--- config.mk ---
export PLATFORM = sky130hd
export DESIGN_NAME = sccb_register_master_unit
export DESIGN_NICKNAME = d
export VERILOG_FILES = /design/src/sv/sccb_pkg.sv /design/src/sv/sccb_register_master_unit.sv /design/src/sv/sccb_front.sv /design/src/sv/sccb_queue.sv /design/src/sv/sccb_engine.sv
export SDC_FILE = /design/constraint.sdc
export NUM_CORES = 1
export LEC_CHECK = 0
export ABC_AREA = 1
export BUFFER_PORTS_ARGS = -buffer_cell sky130_fd_sc_hd__buf_2
export CAP_MARGIN = 10
export CELL_PAD_IN_SITES_DETAIL_PLACEMENT = 0
export CELL_PAD_IN_SITES_GLOBAL_PLACEMENT = 2
export CORE_ASPECT_RATIO = 0.5
export CORE_MARGIN = 3
export CORE_UTILIZATION = 39
export DETAILED_ROUTE_END_ITERATION = 10
export MAX_ROUTING_LAYER = met4
export PLACE_DENSITY = 0.94
export SLEW_MARGIN = 25
export SYNTH_ARGS = -nofsm -noshare
export SYNTH_HDL_FRONTEND = slang
export SYNTH_SLANG_ARGS = --single-unit
--- constraint.sdc ---
create_clock -name clk -period 9 [get_ports clk]
set_clock_uncertainty 0.1 [all_clocks]
set_input_delay 0.9 -clock clk [delete_from_list [all_inputs] [get_ports clk]]
set_output_delay 0.9 -clock clk [all_outputs]
set_load 0.05 [all_outputs]
--- src/sv/sccb_pkg.sv ---
// Types and constants of the SCCB register master.
// No dependencies; imported by every module of the block.
package sccb_pkg;

    // Acknowledge slot gives up after this many high samples
    localparam logic [7:0] ACK_TIMEOUT = 8'd200;
    // Read bit of the device address
    localparam logic [7:0] READ_BIT    = 8'h01;

    // Command queue between front and back
    localparam int QUEUE_DEPTH = 4;
    localparam int QUEUE_AW    = $clog2(QUEUE_DEPTH);

    // Register map, index is paddr[2]
    localparam logic REG_DEVICE_ADDRESS = 1'b0;
    localparam logic REG_PHASE_TICKS    = 1'b1;

    // Raw command codes on the input
    localparam logic [1:0] CMD_CODE_WRITE = 2'd1;
    localparam logic [1:0] CMD_CODE_READ  = 2'd2;

    // Reset values of the registers
    localparam logic [7:0] DEVICE_ADDRESS_RST = 8'd96;
    localparam logic [7:0] PHASE_TICKS_RST    = 8'd10;

    typedef enum logic [1:0] {
        KIND_TICK,
        KIND_WRITE,
        KIND_READ
    } cmd_kind_t;

    typedef enum logic [3:0] {
        PH_IDLE,
        PH_START_HI,
        PH_START_LO,
        PH_SEND,
        PH_ACK_LO,
        PH_ACK_HI,
        PH_RECV,
        PH_NACK_LO,
        PH_NACK_HI,
        PH_STOP_A,
        PH_STOP_B,
        PH_STOP_C
    } phase_t;

    typedef enum logic [2:0] {
        ST_DEV_W,
        ST_REG,
        ST_DATA,
        ST_MID_STOP,
        ST_DEV_R,
        ST_RECV,
        ST_FINAL
    } stage_t;

    typedef struct packed {
        logic [1:0] cmd;
        logic [7:0] reg_addr;
        logic [7:0] write_data;
        logic       sda_in;
    } sccb_in_t;

    typedef struct packed {
        logic       scl_level;
        logic       sda_level;
        logic       sda_drive;
        logic       busy_res;
        logic       done_res;
        logic [7:0] read_data;
        logic       ack_error;
    } sccb_out_t;

    // Classified item as held in the queue
    typedef struct packed {
        cmd_kind_t  kind;
        logic [7:0] reg_addr;
        logic [7:0] write_data;
        logic       sda_in;
    } sccb_entry_t;

endpackage

--- src/sv/sccb_register_master_unit.sv ---
// Top level of the SCCB register master: register port, front end, queue, engine.
// Depends on sccb_pkg, sccb_front, sccb_queue and sccb_engine.
//
//   channel   signals                        direction   item
//   cmd       cmd_valid / cmd_stall          in          sccb_in_t, one bus tick
//   res       res_valid / res_stall          out         sccb_out_t, one per tick
//   apb       psel penable pwrite paddr ...  in/out      device_address, phase_ticks
//
// One item per cycle sustained while results are not stalled; the engine does one bus tick per cycle.
// A result passes the queue write, then the engine step into the output register.
// The queue holds four items; cmd_stall rises only when it is full.
// A stalled result holds in the output register while the queue keeps filling.
// Reset clears sequencer and queue and loads the register reset values at once; no clearing pass.
module sccb_register_master_unit (
    input  logic                clk,
    input  logic                rst_n,
    input  logic                cmd_valid,
    output logic                cmd_stall,
    input  sccb_pkg::sccb_in_t  cmd_item,
    output logic                res_valid,
    input  logic                res_stall,
    output sccb_pkg::sccb_out_t res_item,
    input  logic                psel,
    input  logic                penable,
    input  logic                pwrite,
    input  logic [2:0]          paddr,
    input  logic [31:0]         pwdata,
    output logic [31:0]         prdata,
    output logic                pready
);
    import sccb_pkg::*;

    logic [7:0]  device_address_reg;
    logic [7:0]  phase_ticks_reg;
    logic        cfg_write;

    logic        push;
    sccb_entry_t push_entry;
    logic        queue_full;
    logic        pop;
    sccb_entry_t head;
    logic        head_valid;

    // Register port
    assign pready    = 1'b1;
    assign cfg_write = psel && penable && pwrite && pready;

    always_ff @(posedge clk or negedge rst_n)
    begin
        if (!rst_n)
        begin
            device_address_reg <= DEVICE_ADDRESS_RST;
            phase_ticks_reg    <= PHASE_TICKS_RST;
        end
        else if (cfg_write)
        begin
            unique case (paddr[2])
                REG_DEVICE_ADDRESS: device_address_reg <= pwdata[7:0];
                REG_PHASE_TICKS:    phase_ticks_reg    <= pwdata[7:0];
            endcase
        end
    end

    always_comb
    begin
        unique case (paddr[2])
            REG_DEVICE_ADDRESS: prdata = {24'd0, device_address_reg};
            REG_PHASE_TICKS:    prdata = {24'd0, phase_ticks_reg};
        endcase
    end

    sccb_front u_front (
        .cmd_valid  (cmd_valid),
        .cmd_stall  (cmd_stall),
        .cmd_item   (cmd_item),
        .queue_full (queue_full),
        .push       (push),
        .push_entry (push_entry)
    );

    sccb_queue u_queue (
        .clk        (clk),
        .rst_n      (rst_n),
        .push       (push),
        .push_entry (push_entry),
        .full       (queue_full),
        .pop        (pop),
        .head       (head),
        .head_valid (head_valid)
    );

    sccb_engine u_engine (
        .clk            (clk),
        .rst_n          (rst_n),
        .head           (head),
        .head_valid     (head_valid),
        .pop            (pop),
        .device_address (device_address_reg),
        .phase_ticks    (phase_ticks_reg),
        .res_valid      (res_valid),
        .res_stall      (res_stall),
        .res_item       (res_item)
    );

endmodule

--- src/sv/sccb_front.sv ---
// Front end: accepts tick items and classifies the command code.
// Depends on sccb_pkg; feeds sccb_queue.
module sccb_front (
    input  logic                 cmd_valid,
    output logic                 cmd_stall,
    input  sccb_pkg::sccb_in_t   cmd_item,
    input  logic                 queue_full,
    output logic                 push,
    output sccb_pkg::sccb_entry_t push_entry
);
    import sccb_pkg::*;

    // Code 3 and 0 are plain ticks
    always_comb
    begin
        unique case (cmd_item.cmd)
            CMD_CODE_WRITE: push_entry.kind = KIND_WRITE;
            CMD_CODE_READ:  push_entry.kind = KIND_READ;
            default:        push_entry.kind = KIND_TICK;
        endcase
        push_entry.reg_addr   = cmd_item.reg_addr;
        push_entry.write_data = cmd_item.write_data;
        push_entry.sda_in     = cmd_item.sda_in;
    end

    assign cmd_stall = queue_full;
    assign push      = cmd_valid && !queue_full;

endmodule

--- src/sv/sccb_queue.sv ---
// Short item queue between the front end and the bus engine.
// Depends on sccb_pkg for the entry type and depth.
module sccb_queue (
    input  logic                  clk,
    input  logic                  rst_n,
    input  logic                  push,
    input  sccb_pkg::sccb_entry_t push_entry,
    output logic                  full,
    input  logic                  pop,
    output sccb_pkg::sccb_entry_t head,
    output logic                  head_valid
);
    import sccb_pkg::*;

    sccb_entry_t             mem [QUEUE_DEPTH];
    logic [QUEUE_AW-1:0]     wr_ptr_reg, wr_ptr_next;
    logic [QUEUE_AW-1:0]     rd_ptr_reg, rd_ptr_next;
    logic [QUEUE_AW:0]       count_reg, count_next;

    assign full       = (count_reg == (QUEUE_AW+1)'(QUEUE_DEPTH));
    assign head_valid = (count_reg != '0);
    assign head       = mem[rd_ptr_reg];

    // Pointer and fill count update
    always_comb
    begin
        wr_ptr_next = push ? wr_ptr_reg + 1'b1 : wr_ptr_reg;
        rd_ptr_next = pop  ? rd_ptr_reg + 1'b1 : rd_ptr_reg;
        count_next  = count_reg + (QUEUE_AW+1)'(push) - (QUEUE_AW+1)'(pop);
    end

    always_ff @(posedge clk or negedge rst_n)
    begin
        if (!rst_n)
        begin
            wr_ptr_reg <= '0;
            rd_ptr_reg <= '0;
            count_reg  <= '0;
        end
        else
        begin
            wr_ptr_reg <= wr_ptr_next;
            rd_ptr_reg <= rd_ptr_next;
            count_reg  <= count_next;
        end
    end

    // Entry storage
    always_ff @(posedge clk)
    begin
        if (push)
            mem[wr_ptr_reg] <= push_entry;
    end

endmodule

--- src/sv/sccb_engine.sv ---
// Back end: SCCB bus sequencer, one tick per queued item, with result register.
// Depends on sccb_pkg; fed by sccb_queue.
module sccb_engine (
    input  logic                  clk,
    input  logic                  rst_n,
    input  sccb_pkg::sccb_entry_t head,
    input  logic                  head_valid,
    output logic                  pop,
    input  logic [7:0]            device_address,
    input  logic [7:0]            phase_ticks,
    output logic                  res_valid,
    input  logic                  res_stall,
    output sccb_pkg::sccb_out_t   res_item
);
    import sccb_pkg::*;

    phase_t     phase_reg, phase_next;
    stage_t     stage_reg, stage_next;
    logic [3:0] bit_count_reg, bit_count_next;
    logic [7:0] shift_byte_reg, shift_byte_next;
    logic [7:0] tick_count_reg, tick_count_next;
    logic [7:0] ack_wait_reg, ack_wait_next;
    logic [7:0] held_register_reg, held_register_next;
    logic [7:0] held_data_reg, held_data_next;
    logic       is_read_reg, is_read_next;
    logic [7:0] received_reg, received_next;
    logic       error_reg, error_next;
    logic       done_next;

    logic       res_valid_reg, res_valid_next;
    sccb_out_t  res_item_reg, res_item_next;

    logic       step_en;
    logic [7:0] hold;
    logic       elapsed;
    logic [2:0] bit_idx;
    logic       scl, lvl, drv;

    // One tick per cycle while an item is queued and the result register can take it
    assign step_en = head_valid && (!res_valid_reg || !res_stall);
    assign pop     = step_en;

    assign hold    = (phase_ticks == 8'd0) ? 8'd1 : phase_ticks;
    assign elapsed = ({1'b0, tick_count_reg} + 9'd1) >= {1'b0, hold};
    assign bit_idx = 3'd7 - bit_count_reg[3:1];

    // Pin levels from the current phase
    always_comb
    begin
        scl = 1'b1;
        lvl = 1'b1;
        drv = 1'b0;
        unique case (phase_reg)
            PH_START_HI: drv = 1'b1;
            PH_START_LO:
            begin
                lvl = 1'b0;
                drv = 1'b1;
            end
            PH_SEND:
            begin
                scl = bit_count_reg[0];
                lvl = shift_byte_reg[bit_idx];
                drv = 1'b1;
            end
            PH_ACK_LO:  scl = 1'b0;
            PH_ACK_HI:  scl = 1'b1;
            PH_RECV:    scl = bit_count_reg[0];
            PH_NACK_LO:
            begin
                scl = 1'b0;
                drv = 1'b1;
            end
            PH_NACK_HI: drv = 1'b1;
            PH_STOP_A:
            begin
                scl = 1'b0;
                lvl = 1'b0;
                drv = 1'b1;
            end
            PH_STOP_B:
            begin
                lvl = 1'b0;
                drv = 1'b1;
            end
            PH_STOP_C:  drv = 1'b1;
            default:    ;
        endcase
    end

    // Sequencer next state
    always_comb
    begin
        phase_next         = phase_reg;
        stage_next         = stage_reg;
        bit_count_next     = bit_count_reg;
        shift_byte_next    = shift_byte_reg;
        tick_count_next    = tick_count_reg;
        ack_wait_next      = ack_wait_reg;
        held_register_next = held_register_reg;
        held_data_next     = held_data_reg;
        is_read_next       = is_read_reg;
        received_next      = received_reg;
        error_next         = error_reg;
        done_next          = 1'b0;

        priority if (phase_reg == PH_IDLE)
        begin
            // New command latches its operands
            if (head.kind != KIND_TICK)
            begin
                held_register_next = head.reg_addr;
                held_data_next     = head.write_data;
                is_read_next       = (head.kind == KIND_READ);
                error_next         = 1'b0;
                stage_next         = ST_DEV_W;
                tick_count_next    = 8'd0;
                phase_next         = PH_START_HI;
            end
        end
        else if (phase_reg == PH_ACK_HI)
        begin
            // Acknowledge slot: wait out the phase, then sample every tick
            priority if (!elapsed)
            begin
                tick_count_next = tick_count_reg + 8'd1;
            end
            else if (!head.sda_in)
            begin
                tick_count_next = 8'd0;
                unique case (stage_reg)
                    ST_DEV_W:
                    begin
                        stage_next      = ST_REG;
                        shift_byte_next = held_register_reg;
                        bit_count_next  = 4'd0;
                        phase_next      = PH_SEND;
                    end
                    ST_REG:
                    begin
                        if (is_read_reg)
                        begin
                            stage_next = ST_MID_STOP;
                            phase_next = PH_STOP_A;
                        end
                        else
                        begin
                            stage_next      = ST_DATA;
                            shift_byte_next = held_data_reg;
                            bit_count_next  = 4'd0;
                            phase_next      = PH_SEND;
                        end
                    end
                    ST_DEV_R:
                    begin
                        stage_next      = ST_RECV;
                        shift_byte_next = 8'd0;
                        bit_count_next  = 4'd0;
                        phase_next      = PH_RECV;
                    end
                    default:
                    begin
                        stage_next = ST_FINAL;
                        phase_next = PH_STOP_A;
                    end
                endcase
            end
            else
            begin
                ack_wait_next = ack_wait_reg + 8'd1;
                if (ack_wait_next >= ACK_TIMEOUT)
                begin
                    error_next      = 1'b1;
                    tick_count_next = 8'd0;
                    stage_next      = ST_FINAL;
                    phase_next      = PH_STOP_A;
                end
            end
        end
        else if (!elapsed)
        begin
            tick_count_next = tick_count_reg + 8'd1;
        end
        else
        begin
            // Phase time is up: move to the next pin step
            tick_count_next = 8'd0;
            unique case (phase_reg)
                PH_START_HI: phase_next = PH_START_LO;
                PH_START_LO:
                begin
                    shift_byte_next = (stage_reg == ST_DEV_R) ?
                                      (device_address | READ_BIT) : device_address;
                    bit_count_next  = 4'd0;
                    phase_next      = PH_SEND;
                end
                PH_SEND:
                begin
                    if (bit_count_reg != 4'd15)
                        bit_count_next = bit_count_reg + 4'd1;
                    else
                        phase_next = PH_ACK_LO;
                end
                PH_ACK_LO:
                begin
                    ack_wait_next = 8'd0;
                    phase_next    = PH_ACK_HI;
                end
                PH_RECV:
                begin
                    // Sample on the clock-high half of each bit
                    if (bit_count_reg[0])
                        shift_byte_next = {shift_byte_reg[6:0], head.sda_in};
                    if (bit_count_reg != 4'd15)
                        bit_count_next = bit_count_reg + 4'd1;
                    else
                    begin
                        received_next = shift_byte_next;
                        phase_next    = PH_NACK_LO;
                    end
                end
                PH_NACK_LO:  phase_next = PH_NACK_HI;
                PH_NACK_HI:
                begin
                    stage_next = ST_FINAL;
                    phase_next = PH_STOP_A;
                end
                PH_STOP_A:   phase_next = PH_STOP_B;
                PH_STOP_B:   phase_next = PH_STOP_C;
                PH_STOP_C:
                begin
                    // Mid-read stop restarts for the read phase
                    if (stage_reg == ST_MID_STOP && is_read_reg && !error_reg)
                    begin
                        stage_next = ST_DEV_R;
                        phase_next = PH_START_HI;
                    end
                    else
                    begin
                        phase_next = PH_IDLE;
                        done_next  = 1'b1;
                    end
                end
                default:     phase_next = PH_IDLE;
            endcase
        end
    end

    // Result assembly and output register control
    always_comb
    begin
        res_item_next.scl_level = scl;
        res_item_next.sda_level = lvl;
        res_item_next.sda_drive = drv;
        res_item_next.busy_res  = (phase_next != PH_IDLE);
        res_item_next.done_res  = done_next;
        res_item_next.read_data = received_next;
        res_item_next.ack_error = error_next;

        if (step_en)
            res_valid_next = 1'b1;
        else if (!res_stall)
            res_valid_next = 1'b0;
        else
            res_valid_next = res_valid_reg;
    end

    // Sequencer state
    always_ff @(posedge clk or negedge rst_n)
    begin
        if (!rst_n)
        begin
            phase_reg         <= PH_IDLE;
            stage_reg         <= ST_DEV_W;
            bit_count_reg     <= '0;
            shift_byte_reg    <= '0;
            tick_count_reg    <= '0;
            ack_wait_reg      <= '0;
            held_register_reg <= '0;
            held_data_reg     <= '0;
            is_read_reg       <= 1'b0;
            received_reg      <= '0;
            error_reg         <= 1'b0;
        end
        else if (step_en)
        begin
            phase_reg         <= phase_next;
            stage_reg         <= stage_next;
            bit_count_reg     <= bit_count_next;
            shift_byte_reg    <= shift_byte_next;
            tick_count_reg    <= tick_count_next;
            ack_wait_reg      <= ack_wait_next;
            held_register_reg <= held_register_next;
            held_data_reg     <= held_data_next;
            is_read_reg       <= is_read_next;
            received_reg      <= received_next;
            error_reg         <= error_next;
        end
    end

    // Output register
    always_ff @(posedge clk or negedge rst_n)
    begin
        if (!rst_n)
            res_valid_reg <= 1'b0;
        else
            res_valid_reg <= res_valid_next;
    end

    always_ff @(posedge clk)
    begin
        if (step_en)
            res_item_reg <= res_item_next;
    end

    assign res_valid = res_valid_reg;
    assign res_item  = res_item_reg;

endmodule

==> results.yml, run 1 <==
yosys:
  synthCells: 902
  yosysUniqueCellTypes: 51
  synth-edff-count: 90
  yosysSeqAreaShare_pct: 56.3
  ys_ff_latch: 175
  synth_area_um2: 8580
  ys.flop_type: "edfxtp_1"
  avgSynthCellArea_um2: 9.51
  synthArstFlopShare_pct: 48.6
  ys_warn_count: 0
floorplan:
  die-area_um2: 23900
  num_rows: 37
  io_pins: 110
  die_y_um: 111
  core_region_area_um2: 21100
  start_util_pct: 40.7
  die_w_um: 216
outcome:
  status: "finished clean"
placed_design:
  gp_congestion: 0.890
  dpl.hpwl_mm: 13.3
  io_buffers: 58
clocking:
  tritoncts: "done"
  cts_hold_buf: 0
  cts_setup_buffers: 0
  cts_buffers: 17
  path_clk_slew_ns: 0.07
  cts_resized: 0
  clock_latency_ns: 0.44
  h-tree-depth: 4
  root_buffer: "clkbuf_16"
  clk_path_buf_depth: 2
  cts.sink_count: 175
critical_path:
  reg2reg_slack_ns: 5.54
  crit_start: "u_queue.count_reg[0]"
  r2r_start: "u_queue.count_reg[0]"
  crit_required_ns: 9.26
  startpoint_type: "flip-flop"
  setup.worst_path.class: "flip-flop to flip-flop"
  critPathArrivalTime_ns: 3.72
  rr_endpoint: "u_queue.count_reg[2]"
  cp-end-kind: "flip-flop"
  r2r_cells: 10
  crit_fanout: 23
power_and_ir_drop:
  p_per_area_nw_per_um2: 338
  p_leak_nw: 4.22
  irDropWorstVdd_uv: 150
cells_and_area:
  final_common_cell: "nand2_1"
  largest_reg_flops: 76
  antenna_cells: 0
  drive_above_1_share_pct: 15.7
  final_cell_mix: "nand2_1 (191), o21ai_0 (111), inv_1 (93)"
  fin_nets: 1037
  syn_to_final_growth_pct: 12.9
detailed_routing:
  ant_nets: 0
  wl_met1_mm: 9.81
  via_per_inst: 4.89
  num_vias: 6174
  top_layer: "met4"
  route.detailed.drc: 0
  wl_met3_um: 908
  wl_per_cell_um: 15.3
  drtIter0Drc: 452
  totalWireLength_mm: 19.3
  met2_length_mm: 8.36
  firstDrtPassIters: 5
timing:
  slew_viol_final: 0
  tightest_slew_ns: 0.918
  min_period_over_period_pct: 38.4
  final_hold_viol_count: 0
  relSlewSlack_pct: 38.8
  hold_slack_ns: 0.320
  rsz0062_at_grt: "false"
  clock.fmax_mhz: 289
  tns_ns: 0
  period_needed_ns: 3.46
  setup_viol: 0
global_route:
  grt_pass1_vias: 6010
  antenna_found_initial: 0
  grt_pass1_wl_mm: 31.5
  grt.overflow.total: 0
  grt.total_usage_pct: 17.1
  grt_start_max_net_pins: 51
run:
  cap_violations: 0
worst_hold_path:
  hp-class: "input port to async pin"
critical path, cell delays in order, from the launching register on:
cell	delay, ns
dfrtp_1	0.43
o31ai_4	0.73
inv_1	0.45
buf_4	0.36
ha_1	0.32
inv_1	0.05
ha_1	0.13
inv_1	0.05
fa_1	0.37
xnor2_1	0.19
xor2_1	0.18
cell type report:
| class | count | area [um2] |
|---|---|---|
| clock buffers | 19 | 433 |
| clock inverters | 13 | 198 |
| fillers | 2009 | 11400 |
| inverters | 99 | 372 |
| multi-input cells | 599 | 3130 |
| flip-flops and latches | 175 | 4830 |
| well taps | 292 | 365 |
| repair buffers | 66 | 353 |
cells by family after synthesis:
kind of cell | share of synthesized area [%]
xor+xnor | 1.22
compound gates | 12.5
buf+inv | 8.18
simple gates | 17.4
other cells | 0.0875
flops | 56.3
fa+ha+maj | 2.71
mux | 1.57
worst max path at each step:
stage | cells after the start | endpoint | slack (ns)
global placement | 12 | u_queue.count_reg[2] | 5.45
detailed placement | 12 | u_queue.count_reg[2] | 5.39
CTS | 10 | u_queue.count_reg[2] | 5.48
global route | 10 | u_queue.count_reg[2] | 5.29
finish | 10 | u_queue.count_reg[2] | 5.54
floorplan | 3 | prdata[1] | 5.75
metrics by stage:
| stage | utilization, % | instance area (um2) | setup slack (ns) | power (mW) | cells |
|---|---|---|---|---|---|
| floorplan | - | 8670 | 5.75 | 2.15 | 925 |
| global placement | 43.0 | 9050 | 5.45 | 2.45 | 1231 |
| detailed placement | 43.0 | 9050 | 5.39 | 2.49 | 1231 |
| CTS | 46.0 | 9690 | 5.48 | 3.30 | 1263 |
| global route | 46.0 | 9690 | 5.29 | 3.51 | 1263 |
| finish | 46.0 | 9690 | 5.54 | 3.27 | 1263 |
synth_stat cells, drive strengths merged, types with 2 or more instances:
cell | count | area [um2]
o31ai | 2 | 28.8
mux2 | 12 | 135
o22ai | 20 | 125
xor2 | 10 | 87.6
nor2 | 88 | 378
buf | 36 | 270
ha | 17 | 213
dfrtp | 81 | 2030
a21oi | 16 | 83.8
o21ai | 133 | 696
clkbuf | 16 | 60.1
o211ai | 3 | 22.5
xnor2 | 2 | 17.5
o21bai | 3 | 22.5
inv | 98 | 368
edfxtp | 90 | 2700
nand2 | 203 | 806
a22oi | 6 | 45.0
nand4 | 9 | 56.3
nor3 | 3 | 15.0
conb | 2 | 7.51
nand3 | 35 | 203
a21o | 2 | 15.0
dfstp | 4 | 105
where the power goes:
group          switching, mW  total, mW  leakage [nW]  internal [mW]
combinational          0.877       1.24          2.02          0.366
clock                  0.333      0.805         0.303          0.472
sequential             0.135       1.22          1.90           1.09
routing by layer:
layer  up-vias  global-route usage, %
met5         -                      -
met3        17                   3.31
met1      2939                   24.4
met2       126                   25.1
li1       3092                      -
met4         0                   4.66
No activity file was read; power rests on OpenSTA's default activity.
==> run 2: changes to the inputs <==
--- a/config.mk
+++ b/config.mk
@@ -12,10 +12,10 @@
 export CELL_PAD_IN_SITES_GLOBAL_PLACEMENT = 2
 export CORE_ASPECT_RATIO = 0.5
 export CORE_MARGIN = 3
-export CORE_UTILIZATION = 39
+export CORE_UTILIZATION = 36
 export DETAILED_ROUTE_END_ITERATION = 10
 export MAX_ROUTING_LAYER = met4
-export PLACE_DENSITY = 0.94
+export PLACE_DENSITY = 0.88
 export SLEW_MARGIN = 25
 export SYNTH_ARGS = -nofsm -noshare
 export SYNTH_HDL_FRONTEND = slang
==> constraint.sdc (replaced) <==
create_clock -name clk -period 3.6 [get_ports clk]
set_clock_uncertainty 0.1 [all_clocks]
set_input_delay 0.36 -clock clk [delete_from_list [all_inputs] [get_ports clk]]
set_output_delay 0.36 -clock clk [all_outputs]
set_load 0.05 [all_outputs]
==> run 2 against run 1 <==
  * Sequential cell count unchanged
  * Via count down 0.52%
  * Fmax up 8.1%
  * Worst setup slack worse by 5.1 ns
  * Cell area up 0.21%
  * Sequential share of layout area down 0.10 points
  * Global-route usage down 1.1 points
  * Critical path type unchanged
==> results.yml, run 2 (same netlist as run 1, synthesis figures left out) <==
outcome:
  status: "finished clean"
critical_path:
  reg2reg_slack_ns: 0.40
  setup.worst_path.class: "flip-flop to flip-flop"
  cp_cell_sequence: "ha_1 > nand2_1 > nor2_2 > nand3_1 > xor2_1 > inv_1 > ha_1 > a21o_1 > nand3_2 > nand2_1 > nor2_4 > nand3_4 > nand4_1 > nand2_1 > nor2_1 > nand2_1"
  cp_common_cell: "nand2_1"
  cp-end-kind: "flip-flop"
  cp_slowest_cell: "dfrtp_1"
  critPathArrivalTime_ns: 3.29
  startpoint_type: "flip-flop"
  crit_fanout: 16
  max_stage_delay_ns: 0.42
  crit_required_ns: 3.69
cells_and_area:
  multi_input_area_um2: 3130
  largest_reg_flops: 76
  final_area_um2: 9710
  final_cell_mix: "nand2_1 (191), o21ai_0 (111), inv_1 (93)"
  drive_above_1_share_pct: 16.1
  n_fill_cell: 2278
  fin_nets: 1043
  final_cells: 1287
  register_area_um2: 4830
  final_common_cell: "nand2_1"
  syn_to_final_growth_pct: 13.1
detailed_routing:
  totalWireLength_mm: 19.4
  num_vias: 6142
  wl_per_cell_um: 15.1
  via_per_inst: 4.77
  route.detailed.drc: 0
  firstDrtPassIters: 5
  drtIter0Drc: 433
  ant_nets: 0
global_route:
  grt.overflow.total: 0
  antenna_found_initial: 3
  grt_pass1_wl_mm: 31.2
  grt.total_usage_pct: 16.0
  grt_pass1_vias: 5890
  grt_start_max_net_pins: 36
timing:
  clock.fmax_mhz: 313
  relSlewSlack_pct: 61.2
  rsz0062_at_grt: "false"
  period_needed_ns: 3.20
  tightest_slew_ns: 0.582
  slew_viol_final: 0
  final_hold_viol_count: 0
  tns_ns: 0
  min_period_over_period_pct: 88.9
  hold_slack_ns: 0.0318
  setup_viol: 0
floorplan:
  num_rows: 39
  die_w_um: 224
  core_region_area_um2: 23100
  start_util_pct: 37.1
  io_pins: 110
  die-area_um2: 25800
  die_y_um: 115
clocking:
  root_buffer: "clkbuf_16"
  path_clk_slew_ns: 0.07
  tritoncts: "done"
  cts.sink_count: 175
  clk_path_buf_depth: 2
  cts_buffers: 17
  clock_latency_ns: 0.44
  h-tree-depth: 4
placed_design:
  placedCellCount: 1251
  dpl_cell_area_um2: 9110
  gp_congestion: 0.843
  dpl.hpwl_mm: 13.6
  io_buffers: 58
power_and_ir_drop:
  p_per_area_nw_per_um2: 826
  irDropWorstVdd_uv: 353
  p_leak_nw: 4.22
  finalPower_mw: 8.02
run:
  cap_violations: 0
worst_hold_path:
  hp-class: "input port to flip-flop"
run 2: cell types whose count changed in the layout (fill, tap and decap cells not counted):
cell / change
buf_4: +5
bufinv_16: -3
diode_2: +3
clkbuf_1: -1
clkinv_1: +1
clkinv_4: +1
clkinv_8: +1
dlygate4sd3_1: +1
inv_8: +1
run 2: report_power, final:
group          leakage (nW)  switching (mW)  internal (mW)
Clock                 0.278           0.852          0.979
Combinational          2.04            2.16          0.942
Sequential             1.90           0.368           2.72
Total                  4.22            3.38           4.64
run 2: metrics by stage:
| step | utilization [%] | setup WS, ns |
|---|---|---|
| 2_1_floorplan | - | 0.661 |
| 3_3_place_gp | 39.4 | 0.438 |
| 3_5_place_dp | 39.4 | 0.425 |
| 4_1_cts | 41.9 | 0.379 |
| 5_1_grt | 42.0 | 0.0549 |
| 6_report | 42.0 | 0.401 |
run 2: worst max-delay path: cells and delay by family, from the launching register on:
family	cells	cell delay (ns)
DFF	1	0.42
xor gates and xnor gates	1	0.20
and+or+nand+nor	11	1.43
AOI/OAI and AO/OA	1	0.20
adders and majority gates	2	0.52
buffers and inverters	1	0.07
run 2: cell type report:
cell class	instances	share of cell area (%)
Clock inverter	14	1.52
Timing Repair Buffer	72	4.13
Tap cell	307	3.96
Clock buffer	18	4.42
Inverter	99	3.83
Antenna cell	3	0.0773
Multi-Input combinational cell	599	32.3
Sequential cell	175	49.8
run 2: routing by layer:
layer | track usage (%) | share of wire (%) | routed length (um) | vias up
met2 | 23.8 | 44 | 8440 | 105
met5 | - | 0 | 0 | -
met4 | 4.02 | 0.90 | 174 | 0
met3 | 3.37 | 3.7 | 708 | 19
li1 | - | - | - | 3100
met1 | 22.4 | 52 | 10100 | 2918
run 2: what timing repair did:
item                      4_1_cts  5_1_grt
hold buffers                    1        0
setup buffers                   0        0
hold endpoints to repair       25        0
resized for setup               0        0
run 2: path summary, 6_finish.rpt:
path                                              end                        from  depth (start not counted)
worst min register to register     phase_ticks_reg[7]          phase_ticks_reg[7]                          2
max in group asynchronous          phase_ticks_reg[3]                       rst_n                          3
worst max register to register  u_engine.res_item[10]  u_engine.tick_count_reg[0]                         16
min in group asynchronous          phase_ticks_reg[6]                       rst_n                          2
worst min-delay path               u_queue.mem[1][12]                cmd_item[12]                          1
worst max-delay path            u_engine.res_item[10]  u_engine.tick_count_reg[0]                         16
